--- src/hdl/cbb_pkg.sv ---
// Shared widths, constants and register codes for the cylindrical billboard basis block.
`timescale 1ns / 1ps
package cbb_pkg;

  // Fixed field widths
  localparam int YO_W     = 18;   // y_offset, signed Q18.0
  localparam int WID_W    = 16;   // quad_width, quad_height, material
  localparam int RIGHT_W  = 18;   // right_x, right_z
  localparam int FWD_W    = 16;   // forward_x, forward_z, signed Q1.14

  localparam int IN_FIXED_BITS  = YO_W + 3 * WID_W;
  localparam int OUT_FIXED_BITS = 2 * RIGHT_W + 2 * FWD_W + 2 * WID_W;

  // Normalizer datapath
  localparam int AX_W       = 24;            // |d| after range shift, always below 2^24
  localparam int SQ_W       = 2 * AX_W;      // one squared component
  localparam int LSQ_W      = SQ_W + 1;      // sum of squares
  localparam int FRAC_SHIFT = 14;            // radicand = lsq * 2^14
  localparam int RAD_W      = 64;
  localparam int ROOT_W     = RAD_W / 2;
  localparam int REM_W      = ROOT_W + 2;
  localparam int CUR_W      = REM_W + 2;
  localparam int NUM_SHIFT  = 22;            // numerator = ax * 2^22 + q
  localparam int NUM_W      = AX_W + NUM_SHIFT + 1;
  localparam int DEN_W      = ROOT_W + 1;    // 2q
  localparam int QUO_W      = 16;
  localparam int CMP_W      = DEN_W + QUO_W;

  // Forward magnitude and right-axis scaling
  localparam int FQ_W     = 15;
  localparam logic [FQ_W-1:0] ONE_Q14 = 15'd16384;
  localparam int PROD_W   = FQ_W + WID_W;
  localparam logic [PROD_W-1:0] ROUND_HALF = 31'd8192;
  localparam int RMAG_W   = PROD_W - FRAC_SHIFT;

  // Degenerate-direction test: |dx|^2 + |dz|^2 <= 16 raw units
  localparam int FB_AXIS_LIMIT = 5;
  localparam int FB_SUM_W      = 7;
  localparam logic [FB_SUM_W-1:0] FB_SUM_MAX = 7'd16;

  // Configuration register indexes
  localparam int CFG_IDX_W = 1;
  localparam logic [CFG_IDX_W-1:0] CFG_TARGET_X = 1'b0;
  localparam logic [CFG_IDX_W-1:0] CFG_TARGET_Z = 1'b1;

endpackage

--- src/hdl/cbb_isqrt.sv ---
// Pipelined digit-by-digit integer square root, one result bit per stage.
`timescale 1ns / 1ps
module cbb_isqrt (
  input  logic                       clk,
  input  logic                       en,
  input  logic [cbb_pkg::RAD_W-1:0]  rad,
  output logic [cbb_pkg::ROOT_W-1:0] root
);

  localparam int STEPS = cbb_pkg::ROOT_W;

  logic [cbb_pkg::REM_W-1:0]  rem_q  [STEPS];
  logic [cbb_pkg::ROOT_W-1:0] root_q [STEPS];
  logic [cbb_pkg::RAD_W-1:0]  rad_q  [STEPS];

  for (genvar k = 0; k < STEPS; k++) begin : g_step
    logic [cbb_pkg::REM_W-1:0]  rem_in;
    logic [cbb_pkg::ROOT_W-1:0] root_in;
    logic [cbb_pkg::RAD_W-1:0]  rad_in;
    logic [cbb_pkg::CUR_W-1:0]  cur;
    logic [cbb_pkg::CUR_W-1:0]  trial;
    logic                       ge;

    if (k == 0) begin : g_first
      assign rem_in  = '0;
      assign root_in = '0;
      assign rad_in  = rad;
    end else begin : g_next
      assign rem_in  = rem_q[k-1];
      assign root_in = root_q[k-1];
      assign rad_in  = rad_q[k-1];
    end

    // bring down the next two radicand bits and try root*4+1
    always_comb begin
      cur   = {rem_in, rad_in[cbb_pkg::RAD_W-1 -: 2]};
      trial = cbb_pkg::CUR_W'({root_in, 2'b01});
      ge    = (cur >= trial);
    end

    always_ff @(posedge clk) begin
      if (en) begin
        rem_q[k]  <= ge ? cbb_pkg::REM_W'(cur - trial) : cbb_pkg::REM_W'(cur);
        root_q[k] <= {root_in[cbb_pkg::ROOT_W-2:0], ge};
        rad_q[k]  <= {rad_in[cbb_pkg::RAD_W-3:0], 2'b00};
      end
    end
  end

  assign root = root_q[STEPS-1];

endmodule

--- config.mk ---
export PLATFORM = sky130hd
export DESIGN_NAME = cbb_isqrt
export DESIGN_NICKNAME = d
export VERILOG_FILES = /design/src/hdl/cbb_pkg.sv /design/src/hdl/cbb_isqrt.sv
export SDC_FILE = /design/constraint.sdc
export NUM_CORES = 2
export LEC_CHECK = 0
export BUFFER_PORTS_ARGS = -buffer_cell sky130_fd_sc_hd__buf_2
export CORE_UTILIZATION = 55
export CTS_CLUSTER_DIAMETER = 200
export DETAILED_ROUTE_END_ITERATION = 8
export PLACE_DENSITY = 0.69
export SLEW_MARGIN = 40
export SYNTH_ARGS = -nofsm -noshare
export SYNTH_HDL_FRONTEND = slang
export SYNTH_MEMORY_MAX_BITS = 65536
export SYNTH_SLANG_ARGS = --single-unit
--- constraint.sdc ---
create_clock -name clk -period 12.8 [get_ports clk]
set_input_delay 1.92 -clock clk [delete_from_list [all_inputs] [get_ports clk]]
set_output_delay 1.92 -clock clk [all_outputs]
set_load 0.01 [all_outputs]
==> results.sh <==
export IMPL_status="finished clean"
export IMPL_fp_coreArea_um2=210400
export IMPL_yosys_warnings=0
export IMPL_postRouteAntennaNets=0
export IMPL_worst_pin_slew_ns=0.8714
export IMPL_ys_ff_latch=2523
export IMPL_fill_cells=15820
export IMPL_critPathLaunchType="register"
export IMPL_maxSlewHeadroom=0.4137
export IMPL_worst_path_max_fanout=22
export IMPL_criticalPathCategory="reg2reg"
export IMPL_initial_core_util=0.5554
export IMPL_crit_required_ns=13.43
export IMPL_clk_path_buf_depth=4
export IMPL_finClkSkew_ns=0.05679
export IMPL_synthTopCellsByCount="edfxtp_1, inv_1, a21oi_1, nor2_1, ha_1"
export IMPL_viasPerCell=5.650
export IMPL_dr_first_iter_drc_count=5466
export IMPL_setup_tns_ns=0
export IMPL_yosysMostFrequentCell="edfxtp_1"
export IMPL_synthArstFlopShare=0
export IMPL_hold_depth=0
export IMPL_use_met2=0.3591
export IMPL_antenna_found_initial=3
export IMPL_num_io_pins=98
export IMPL_cts_sinks=2523
export IMPL_drc=0
export IMPL_pwr_density_cell_nw_per_um2=179.9
export IMPL_grt_first_pass_wirelength_um=363400
export IMPL_hold_violations=0
export IMPL_wire_per_inst_um=18.65
export IMPL_p_leak_nw=50.12
export IMPL_rsz0062_at_grt="false"
export IMPL_tritoncts="yes"
export IMPL_fin_crit_ns=4.831
export IMPL_drt_pass1_iterations=6
export IMPL_dieHeight_um=463.0
export IMPL_cts_hold_buffers=0
export IMPL_drive_above_1_share=0.07495
export IMPL_gp_congestion=0.9027
export IMPL_max_freq_mhz=207.0
export IMPL_ff_latch_area_um2=75760
export IMPL_num_rows=168
export IMPL_synth_fp_nets=9587
export IMPL_dp_final_hpwl_um=161500
export IMPL_postSynthAreaPerCell_um2=13.04
export IMPL_synth_seq_area_share=0.6483
export IMPL_period_share=0.3775
export IMPL_cts_max_level=5
export IMPL_worstSkewPairLatency_ns=0.91
export IMPL_synth_top_cell_area_share=0.6483
export IMPL_min_path_type="reg2reg"
export IMPL_path_clk_slew_ns=0.06
export IMPL_post_cts_setup_buffers=0
export IMPL_cts_resized=0
export IMPL_port_buffers=97
export IMPL_cts_root_buf="clkbuf_16"
export IMPL_synth_edf_count=2523
export IMPL_cts_buffers_inserted=282
export IMPL_setup_viol=0
export IMPL_endpoint_kind="register"
export IMPL_syn_inst=8959
export IMPL_drv_slew=0
export IMPL_utilization=0.6168
export IMPL_grt_pass1_vias=67710
export IMPL_fp_dieArea_um2=214300
export IMPL_synthFlopType="edfxtp_1"
export IMPL_vias=69070
export IMPL_multiInputGateArea_um2=37940
export IMPL_yosysTopAreaCell="edfxtp_1"
export IMPL_r2r_cells=10
export IMPL_ys_types=80
export IMPL_grt_max_degree=168
export IMPL_grt_total_usage=0.2118
export IMPL_vdd_drop_max_mv=0.1793
export IMPL_p_total_mw=23.35
export IMPL_max_cap_viol_count=0
export IMPL_grt_use_met3=0.03084
export IMPL_syn_area_um2=116900
export IMPL_grt_ovfl_total=0
export IMPL_met1_usage=0.2812
export IMPL_cp_arrival_ns=5.46
export IMPL_wl_um=228000
export IMPL_synth_area_leaders="edfxtp_1, ha_1, xor2_1, xnor2_1, a21oi_1"
export IMPL_final_nets=9858
export IMPL_fp_dieW_um=463.0
export IMPL_grt_busiest_layer="met2"
export IMPL_area_delta_synth_final_pct=11.06
[routing by layer]
metal,vias to the layer above,part of all wire
met5,-,0.000031
met4,2,0.028
met3,399,0.048
met2,1661,0.49
met1,33330,0.43
li1,33680,-
[final timing paths]
| kind | startpoint | to | slack [ns] |
|---|---|---|---|
| max | rem_q[7][10]$_DFFE_PP_ | rem_q[8][21]$_DFFE_PP_ | 7.97 |
| min | rad_q[17][50]$_DFFE_PP_ | rad_q[18][52]$_DFFE_PP_ | 0.39 |
| max reg2reg | rem_q[7][10]$_DFFE_PP_ | rem_q[8][21]$_DFFE_PP_ | 7.97 |
| min reg2reg | rad_q[17][50]$_DFFE_PP_ | rad_q[18][52]$_DFFE_PP_ | 0.39 |
[metrics by stage]
step                      cells  setup WS, ns  hold slack (ns)  instance area [um2]
final                     12230         7.969           0.3860               129800
after global routing      12230         7.748           0.3974               129800
after CTS                 12220         7.959           0.3858               129600
after detailed placement  11750         7.986           0.4045               120900
after global placement    11740         7.971           0.4002               120800
after floorplan            8959         8.411           0.4003               116900
[flip-flops by register name (all words and copies together), names as in the netlist]
signal  flops
rem_q    1003
rad_q     992
root_q    528
[layout by cell type (no fill, tap or decap), types with 19 or more instances in the layout]
cell / netlist / layout
a2111oi_0: 20 / 19
a211oi_1: 36 / 35
a21boi_0: 20 / 20
a21o_1: 275 / 274
a21oi_1: 638 / 636
a31oi_1: 47 / 47
and3_1: 33 / 33
buf_2: 2 / 96
buf_4: 0 / 30
bufinv_16: 0 / 24
clkbuf_1: 141 / 47
clkbuf_16: 0 / 290
clkinv_1: 1 / 56
clkinv_2: 0 / 41
edfxtp_1: 2523 / 2523
ha_1: 562 / 562
inv_1: 701 / 701
mux2_2: 92 / 92
nand2_1: 529 / 529
nand2b_1: 111 / 111
nand3_1: 130 / 130
nand3b_1: 27 / 27
nand4_1: 96 / 96
nor2_1: 603 / 603
nor2b_1: 80 / 80
nor3_1: 229 / 228
nor3b_1: 25 / 23
nor4_1: 110 / 108
o211ai_1: 31 / 31
o21a_1: 102 / 102
o21ai_0: 415 / 413
o21bai_1: 51 / 51
o31ai_1: 47 / 46
or2_2: 39 / 39
or3_1: 87 / 87
or4_1: 58 / 58
xnor2_1: 415 / 415
xor2_1: 430 / 430
[cells by family (layout without fill, tap and decap cells)]
kind of cell,after synthesis,in the layout,share of synthesized area
compound gates,1840,1840,0.09726
xor+xnor,845,845,0.06333
fa+ha+maj,562,562,0.06017
buf+inv,867,1327,0.02819
flops,2523,2523,0.6483
mux,102,102,0.009764
other cells,1,2,0.00003209
simple gates,2219,2219,0.09299
[worst max-delay path, cell delays in order, from the launching register on]
cell	delay [ns]
edfxtp_1	0.43
or4_4	0.56
or4_1	0.45
or4_1	0.46
or3_1	0.36
or3_1	0.47
or4_4	0.53
or4_4	0.70
o211ai_2	0.30
nor2_1	0.11
xor2_1	0.16
[where the power goes]
group | total [mW] | internal (mW) | switching (mW) | leakage [nW]
Combinational | 4.56 | 1.94 | 2.62 | 21.6
Clock | 7.67 | 4.60 | 3.08 | 4.27
Sequential | 11.1 | 10.4 | 0.676 | 24.3
Total | 23.3 | 17.0 | 6.37 | 50.1
[final cells by class]
type	instances	share of cell area
flip-flops and latches	2523	0.5837
diodes	1	0.00001928
multi-input cells	5569	0.2923
inverters	702	0.02030
repair buffers	152	0.009505
well taps	2805	0.02704
clock inverters	136	0.009823
clock buffers	337	0.05727
No activity file was read; power rests on OpenSTA's default activity.
