### src/hdl/cbb_pkg.sv
// Shared widths, constants and register codes for the cylindrical billboard basis block.
`timescale 1ns / 1ps
package cbb_pkg;

  // Fixed field widths
  localparam int YO_W     = 18;   // y_offset, signed Q18.0
  localparam int WID_W    = 16;   // quad_width, quad_height, material
  localparam int RIGHT_W  = 18;   // right_x, right_z
  localparam int FWD_W    = 16;   // forward_x, forward_z, signed Q1.14

  localparam int IN_FIXED_BITS  = YO_W + 3 * WID_W;
  localparam int OUT_FIXED_BITS = 2 * RIGHT_W + 2 * FWD_W + 2 * WID_W;

  // Normalizer datapath
  localparam int AX_W       = 24;            // |d| after range shift, always below 2^24
  localparam int SQ_W       = 2 * AX_W;      // one squared component
  localparam int LSQ_W      = SQ_W + 1;      // sum of squares
  localparam int FRAC_SHIFT = 14;            // radicand = lsq * 2^14
  localparam int RAD_W      = 64;
  localparam int ROOT_W     = RAD_W / 2;
  localparam int REM_W      = ROOT_W + 2;
  localparam int CUR_W      = REM_W + 2;
  localparam int NUM_SHIFT  = 22;            // numerator = ax * 2^22 + q
  localparam int NUM_W      = AX_W + NUM_SHIFT + 1;
  localparam int DEN_W      = ROOT_W + 1;    // 2q
  localparam int QUO_W      = 16;
  localparam int CMP_W      = DEN_W + QUO_W;

  // Forward magnitude and right-axis scaling
  localparam int FQ_W     = 15;
  localparam logic [FQ_W-1:0] ONE_Q14 = 15'd16384;
  localparam int PROD_W   = FQ_W + WID_W;
  localparam logic [PROD_W-1:0] ROUND_HALF = 31'd8192;
  localparam int RMAG_W   = PROD_W - FRAC_SHIFT;

  // Degenerate-direction test: |dx|^2 + |dz|^2 <= 16 raw units
  localparam int FB_AXIS_LIMIT = 5;
  localparam int FB_SUM_W      = 7;
  localparam logic [FB_SUM_W-1:0] FB_SUM_MAX = 7'd16;

  // Configuration register indexes
  localparam int CFG_IDX_W = 1;
  localparam logic [CFG_IDX_W-1:0] CFG_TARGET_X = 1'b0;
  localparam logic [CFG_IDX_W-1:0] CFG_TARGET_Z = 1'b1;

endpackage

### src/hdl/cbb_div.sv
// Pipelined restoring divider, one quotient bit per stage.
`timescale 1ns / 1ps
module cbb_div (
  input  logic                      clk,
  input  logic                      en,
  input  logic [cbb_pkg::NUM_W-1:0] num,
  input  logic [cbb_pkg::DEN_W-1:0] den,
  output logic [cbb_pkg::QUO_W-1:0] quo
);

  localparam int STEPS = cbb_pkg::QUO_W;

  logic [cbb_pkg::NUM_W-1:0] rem_q [STEPS];
  logic [cbb_pkg::DEN_W-1:0] den_q [STEPS];
  logic [cbb_pkg::QUO_W-1:0] quo_q [STEPS];

  for (genvar k = 0; k < STEPS; k++) begin : g_step
    localparam int SH = STEPS - 1 - k;
    logic [cbb_pkg::NUM_W-1:0] rem_in;
    logic [cbb_pkg::DEN_W-1:0] den_in;
    logic [cbb_pkg::QUO_W-1:0] quo_in;
    logic [cbb_pkg::CMP_W-1:0] dsh;
    logic                      ge;

    if (k == 0) begin : g_first
      assign rem_in = num;
      assign den_in = den;
      assign quo_in = '0;
    end else begin : g_next
      assign rem_in = rem_q[k-1];
      assign den_in = den_q[k-1];
      assign quo_in = quo_q[k-1];
    end

    // subtract the divisor aligned to this quotient bit when it fits
    always_comb begin
      dsh = cbb_pkg::CMP_W'(den_in) << SH;
      ge  = (cbb_pkg::CMP_W'(rem_in) >= dsh);
    end

    always_ff @(posedge clk) begin
      if (en) begin
        rem_q[k] <= ge ? cbb_pkg::NUM_W'(cbb_pkg::CMP_W'(rem_in) - dsh) : rem_in;
        den_q[k] <= den_in;
        quo_q[k] <= {quo_in[cbb_pkg::QUO_W-2:0], ge};
      end
    end
  end

  assign quo = quo_q[STEPS-1];

endmodule

### config.mk
export PLATFORM = sky130hd
export DESIGN_NAME = cbb_div
export DESIGN_NICKNAME = d
export VERILOG_FILES = /design/src/hdl/cbb_pkg.sv /design/src/hdl/cbb_div.sv
export SDC_FILE = /design/constraint.sdc
export NUM_CORES = 2
export LEC_CHECK = 0
export CAP_MARGIN = 20
export CORE_UTILIZATION = 45
export DETAILED_ROUTE_END_ITERATION = 6
export DONT_BUFFER_PORTS = 1
export PLACE_DENSITY_LB_ADDON = 0.2
export SYNTH_ARGS = -nofsm -noshare
export SYNTH_HDL_FRONTEND = slang
export SYNTH_SLANG_ARGS = --single-unit
export TNS_END_PERCENT = 5
### constraint.sdc
create_clock -name clk -period 4.32 [get_ports clk]
set_input_delay 0.216 -clock clk [delete_from_list [all_inputs] [get_ports clk]]
set_output_delay 0.216 -clock clk [all_outputs]
set_load 0.03 [all_outputs]
==> Implementation_results.wiki <==
{| class="wikitable"
! Metric !! Value
|-
| Run status || finished, violations left
|-
| Failing checks || design-rule violations
|-
| Instance count on the critical path || 15
|-
| Final-layout fill cell count || 14900
|-
| Worst min-delay path class || input port to flop
|-
| Total power divided by cell area || 665 nW/um2
|-
| Number of placed instances with taps included || 9247
|-
| Area added between synthesis and finish || 12.0%
|-
| Critical path data required time || 4.84 ns
|-
| Worst reg2reg path depth || 15
|-
| Horizontal die dimension || 415 um
|-
| Largest delay share family, worst path || compound AO/OA/AOI/OAI gates
|-
| Final Skew || approximately 0.030 ns
|-
| Category of the worst setup path capture point || flop
|-
| Type of the worst setup path || flop to flop
|-
| Total global-route track usage || 20.9%
|-
| Sequential-to-total area share from yosys stat || 52.4%
|-
| Worst vdd rail ir drop || approximately 0.45 mV
|-
| Post-synthesis async set-or-reset flop share || 0%
|-
| Post-synth design cell area || 76600 um2
|-
| Synthesized-area fraction occupied by ao, oa, aoi and oai cells || 16.0%
|-
| Gp weighted congestion || 0.936
|-
| Via count of the first global-routing pass || around 55000
|-
| Cells after synthesis || approximately 7000
|-
| Clock transition at the register clock pins on the worst setup and hold paths after CTS || about 0.06 ns
|-
| DRC errors left || 2
|-
| Worst-path cell with the longest stage delay || sky130_fd_sc_hd__a221oi_2
|-
| Clock Latency Late Sink || 0.78 ns
|-
| Placement row count || 151
|-
| Slew at the pin closest to its max-slew limit || between 1 and 1.5 ns
|-
| CTS tree || built
|-
| Crit path max fanout || 3
|-
| Final global-route overflow total || 0
|-
| Highest clock rate || 241 MHz
|-
| Share of synthesized cell area in full adder, half adder and majority cells || 9.00%
|-
| Fin. max-slew vios || 0
|-
| Area of all placed cells without fillers || 85800 um2
|-
| Count of maximum capacitance violations || 0
|-
| Number of nets produced by synthesis || slightly below 8000
|-
| # clock sinks || 1336
|-
| Most common cell after layout, fill and taps aside || sky130_fd_sc_hd__edfxtp_1
|-
| Clock root buffer || sky130_fd_sc_hd__clkbuf_16
|-
| Layout cell share with drive strength beyond 1 || around 7.3%
|-
| Routed via count || 52600
|-
| Placement Setup Slack || -0.345 ns
|-
| Minimum period implied by the final worst setup slack || 4.15 ns
|-
| Area of the core || about 170000 um2
|-
| Post-Place Cell Area || between 80000 and 90000 um2
|-
| Post-Syn Area per Cell || approximately 11 um2
|-
| Area share of and/or/nand/nor cells after synthesis || 11.3%
|-
| Number of synthesized register bits || 1336
|-
| Full die area || 172000 um2
|-
| Critical path capture point || rem_q[0][373]$_DFFE_PP_
|-
| RSZ-0062 raised after global routing || no
|-
| Dominant combinational cell family by area after synthesis || compound AO/OA/AOI/OAI gates
|-
| Wire length per cell || 18.8 um
|-
| Data arrival time of the critical path || 4.67 ns
|-
| R2R Path End || rem_q[0][373]$_DFFE_PP_
|-
| Final design utilization || 50.7%
|-
| Primary FF master, synth || sky130_fd_sc_hd__edfxtp_1
|-
| Most used cell along the critical path || sky130_fd_sc_hd__inv_1
|-
| Initial core utilization || 45.3%
|-
| Setup violators final || 0
|-
| WHS || 0.0717 ns
|-
| Number of levels the H-tree was split into || 4
|-
| DRT Pass-1 Iters || 7
|-
| Setup slack of the most critical reg-to-reg path || 0.17 ns
|-
| Setup crit start || rem_q[0][290]$_DFFE_PP_
|-
| Number of endpoints with negative hold slack in the final report || 0
|-
| Count of non-filler cells in the finished layout || 9612
|-
| Top library cells by usage in the layout, fill and taps aside || sky130_fd_sc_hd__edfxtp_1, sky130_fd_sc_hd__inv_1, sky130_fd_sc_hd__a21oi_1
|-
| Drt first-iter violations || about 2900
|-
| Pin count of the biggest net entering global routing || ~240
|-
| Combined buffer and inverter count along the critical path || 3
|-
| Leakage power summed over all cells || 34.4 nW
|-
| Worst reg2reg startpoint || rem_q[0][290]$_DFFE_PP_
|-
| Area share of xor/xnor cells in the synthesized design || 5.74%
|-
| Count of antenna diodes in the layout || 0
|-
| Routed Wire Length || approximately 180 mm
|-
| Number of nets in the layout || 7893
|-
| Die Span Y || 415 um
|-
| Yosys synthesis warning count || 0
|-
| Number of distinct library cells after synthesis || 100
|-
| First-pass GRT wire length || 287 mm
|-
| Final sum of negative setup slack || 0 ns
|-
| Relative slew slack || 6.73%
|-
| Initial antenna violation count || 2
|-
| Remaining antenna violation count || 0
|-
| Mux share of post-synthesis cell area || 1.24%
|-
| Final worst-path setup slack || approximately 0.17 ns
|-
| Number of enable-type register cells in the synthesized netlist || 1336
|-
| Total of buffers placed on input and output ports || 0
|-
| Detailed placement HPWL || 139 mm
|-
| Delay of the slowest cell on the worst path || 0.55 ns
|-
| Total chip power || 57.0 mW
|-
| Kind of start point of the critical path || flop
|-
| Sequence of cells on the critical path || inv_1 -> ha_1 -> inv_1 -> fa_1 -> a211o_1 -> a21oi_1 -> o21ai_0 -> a31oi_1 -> buf_4 -> o2111ai_1 -> a221oi_2 -> o221ai_1 -> a21boi_1 -> nand3_1 -> xnor2_1
|-
| DR vias/cell || 5.47
|-
| Worst-case clock buffer depth || 3
|-
| Number of buffers created by CTS || 155
|-
| Fraction of the cycle the final worst path needs || 96.1%
|-
| Count of boundary I/O pins || 98
|}
synth_stat cells, types with 20 or more instances:
| cell | instances | share of area (%) |
|---|---|---|
| sky130_fd_sc_hd__edfxtp_1 | 1336 | 52 |
| sky130_fd_sc_hd__nor2b_1 | 70 | 0.57 |
| sky130_fd_sc_hd__ha_1 | 527 | 8.6 |
| sky130_fd_sc_hd__and3_1 | 54 | 0.44 |
| sky130_fd_sc_hd__a21oi_1 | 634 | 4.1 |
| sky130_fd_sc_hd__o21ai_0 | 487 | 3.2 |
| sky130_fd_sc_hd__a211oi_1 | 36 | 0.35 |
| sky130_fd_sc_hd__nor4_1 | 60 | 0.49 |
| sky130_fd_sc_hd__o21bai_1 | 60 | 0.59 |
| sky130_fd_sc_hd__nor2_1 | 427 | 2.1 |
| sky130_fd_sc_hd__buf_2 | 44 | 0.29 |
| sky130_fd_sc_hd__a21o_1 | 291 | 2.9 |
| sky130_fd_sc_hd__mux2_2 | 78 | 1.1 |
| sky130_fd_sc_hd__nand4_1 | 103 | 0.84 |
| sky130_fd_sc_hd__a21boi_0 | 20 | 0.20 |
| sky130_fd_sc_hd__nor3_1 | 112 | 0.73 |
| sky130_fd_sc_hd__o31ai_1 | 44 | 0.43 |
| sky130_fd_sc_hd__inv_1 | 669 | 3.3 |
| sky130_fd_sc_hd__a31oi_1 | 39 | 0.32 |
| sky130_fd_sc_hd__or4_1 | 21 | 0.21 |
| sky130_fd_sc_hd__o211ai_1 | 28 | 0.27 |
| sky130_fd_sc_hd__clkbuf_1 | 136 | 0.67 |
| sky130_fd_sc_hd__xor2_1 | 223 | 2.6 |
| sky130_fd_sc_hd__o21a_1 | 63 | 0.62 |
| sky130_fd_sc_hd__o31a_1 | 24 | 0.27 |
| sky130_fd_sc_hd__nand3_1 | 129 | 0.84 |
| sky130_fd_sc_hd__xnor2_1 | 279 | 3.2 |
| sky130_fd_sc_hd__and2_1 | 28 | 0.23 |
| sky130_fd_sc_hd__o21ai_1 | 30 | 0.20 |
| sky130_fd_sc_hd__or3_1 | 33 | 0.27 |
| sky130_fd_sc_hd__nand2_1 | 564 | 2.8 |
| sky130_fd_sc_hd__nand2b_1 | 81 | 0.66 |
worst min path at each step:
stage / depth (start not counted) / to / start
floorplan: 0 / den_q[0][0]$_DFFE_PP_ / den[0]
global placement: 0 / rem_q[0][8]$_DFFE_PP_ / num[8]
detailed placement: 0 / rem_q[0][8]$_DFFE_PP_ / num[8]
CTS: 1 / rem_q[0][4]$_DFFE_PP_ / num[4]
global route: 1 / rem_q[0][6]$_DFFE_PP_ / num[6]
finish: 4 / rem_q[0][39]$_DFFE_PP_ / den[24]
cells by family (layout without fill, tap and decap cells):
logic type | after synthesis | after routing
multiplexers | 85 | 85
buffers and inverters | 873 | 1192
flip-flops | 1336 | 1336
AND/OR/NAND/NOR | 1785 | 1785
AO/OA/AOI/OAI | 1952 | 1952
XOR/XNOR | 502 | 502
adder cells (fa/ha/maj) | 542 | 542
where the power goes:
part | internal (mW) | switching [mW]
clock | 7.32 | 5.20
combinational | 10.2 | 13.8
sequential | 18.7 | 1.84
total | 36.2 | 20.8
area by class of cell:
| cell class | count | area, um2 | share of cell area (%) |
|---|---|---|---|
| Clock inverter | 99 | 850 | 0.990 |
| Sequential cell | 1336 | 40100 | 46.8 |
| Clock buffer | 183 | 4030 | 4.69 |
| Inverter | 675 | 2530 | 2.95 |
| Timing Repair Buffer | 235 | 2240 | 2.61 |
| Multi-Input combinational cell | 4866 | 33200 | 38.7 |
| Tap cell | 2218 | 2780 | 3.24 |
state kept, by name, summed over array words and instances, names as in the netlist:
register / cells
rem_q: 705
quo_q: 136
den_q: 495
worst register-to-register path, stage by stage (launching register included):
cell                        delay, ns
sky130_fd_sc_hd__edfxtp_1        0.39
sky130_fd_sc_hd__inv_1           0.07
sky130_fd_sc_hd__ha_1            0.17
sky130_fd_sc_hd__inv_1           0.06
sky130_fd_sc_hd__fa_1            0.43
sky130_fd_sc_hd__a211o_1         0.32
sky130_fd_sc_hd__a21oi_1         0.18
sky130_fd_sc_hd__o21ai_0         0.19
sky130_fd_sc_hd__a31oi_1         0.22
sky130_fd_sc_hd__buf_4           0.15
sky130_fd_sc_hd__o2111ai_1       0.31
sky130_fd_sc_hd__a221oi_2        0.55
sky130_fd_sc_hd__o221ai_1        0.27
sky130_fd_sc_hd__a21boi_1        0.32
sky130_fd_sc_hd__nand3_1         0.13
sky130_fd_sc_hd__xnor2_1         0.13
layer usage:
layer	track usage (%)	share of wire, %	routed length [um]	vias up
li1	-	-	-	26400
met1	19.4	35	63500	24700
met2	42.6	56	101000	1040
met3	2.52	2.5	4540	503
met4	12.5	6.3	11400	0
met5	0	0	0	-
repair_timing:
item                                    in CTS  in global routing
buffers inserted                             0                  0
gates cloned                                 0                  0
endpoints found under the hold margin       86                  0
hold buffers                                83                  0
gates resized for setup                      2                  2
endpoints found under the setup margin      34                  4
(Power assumes the default switching activity.)
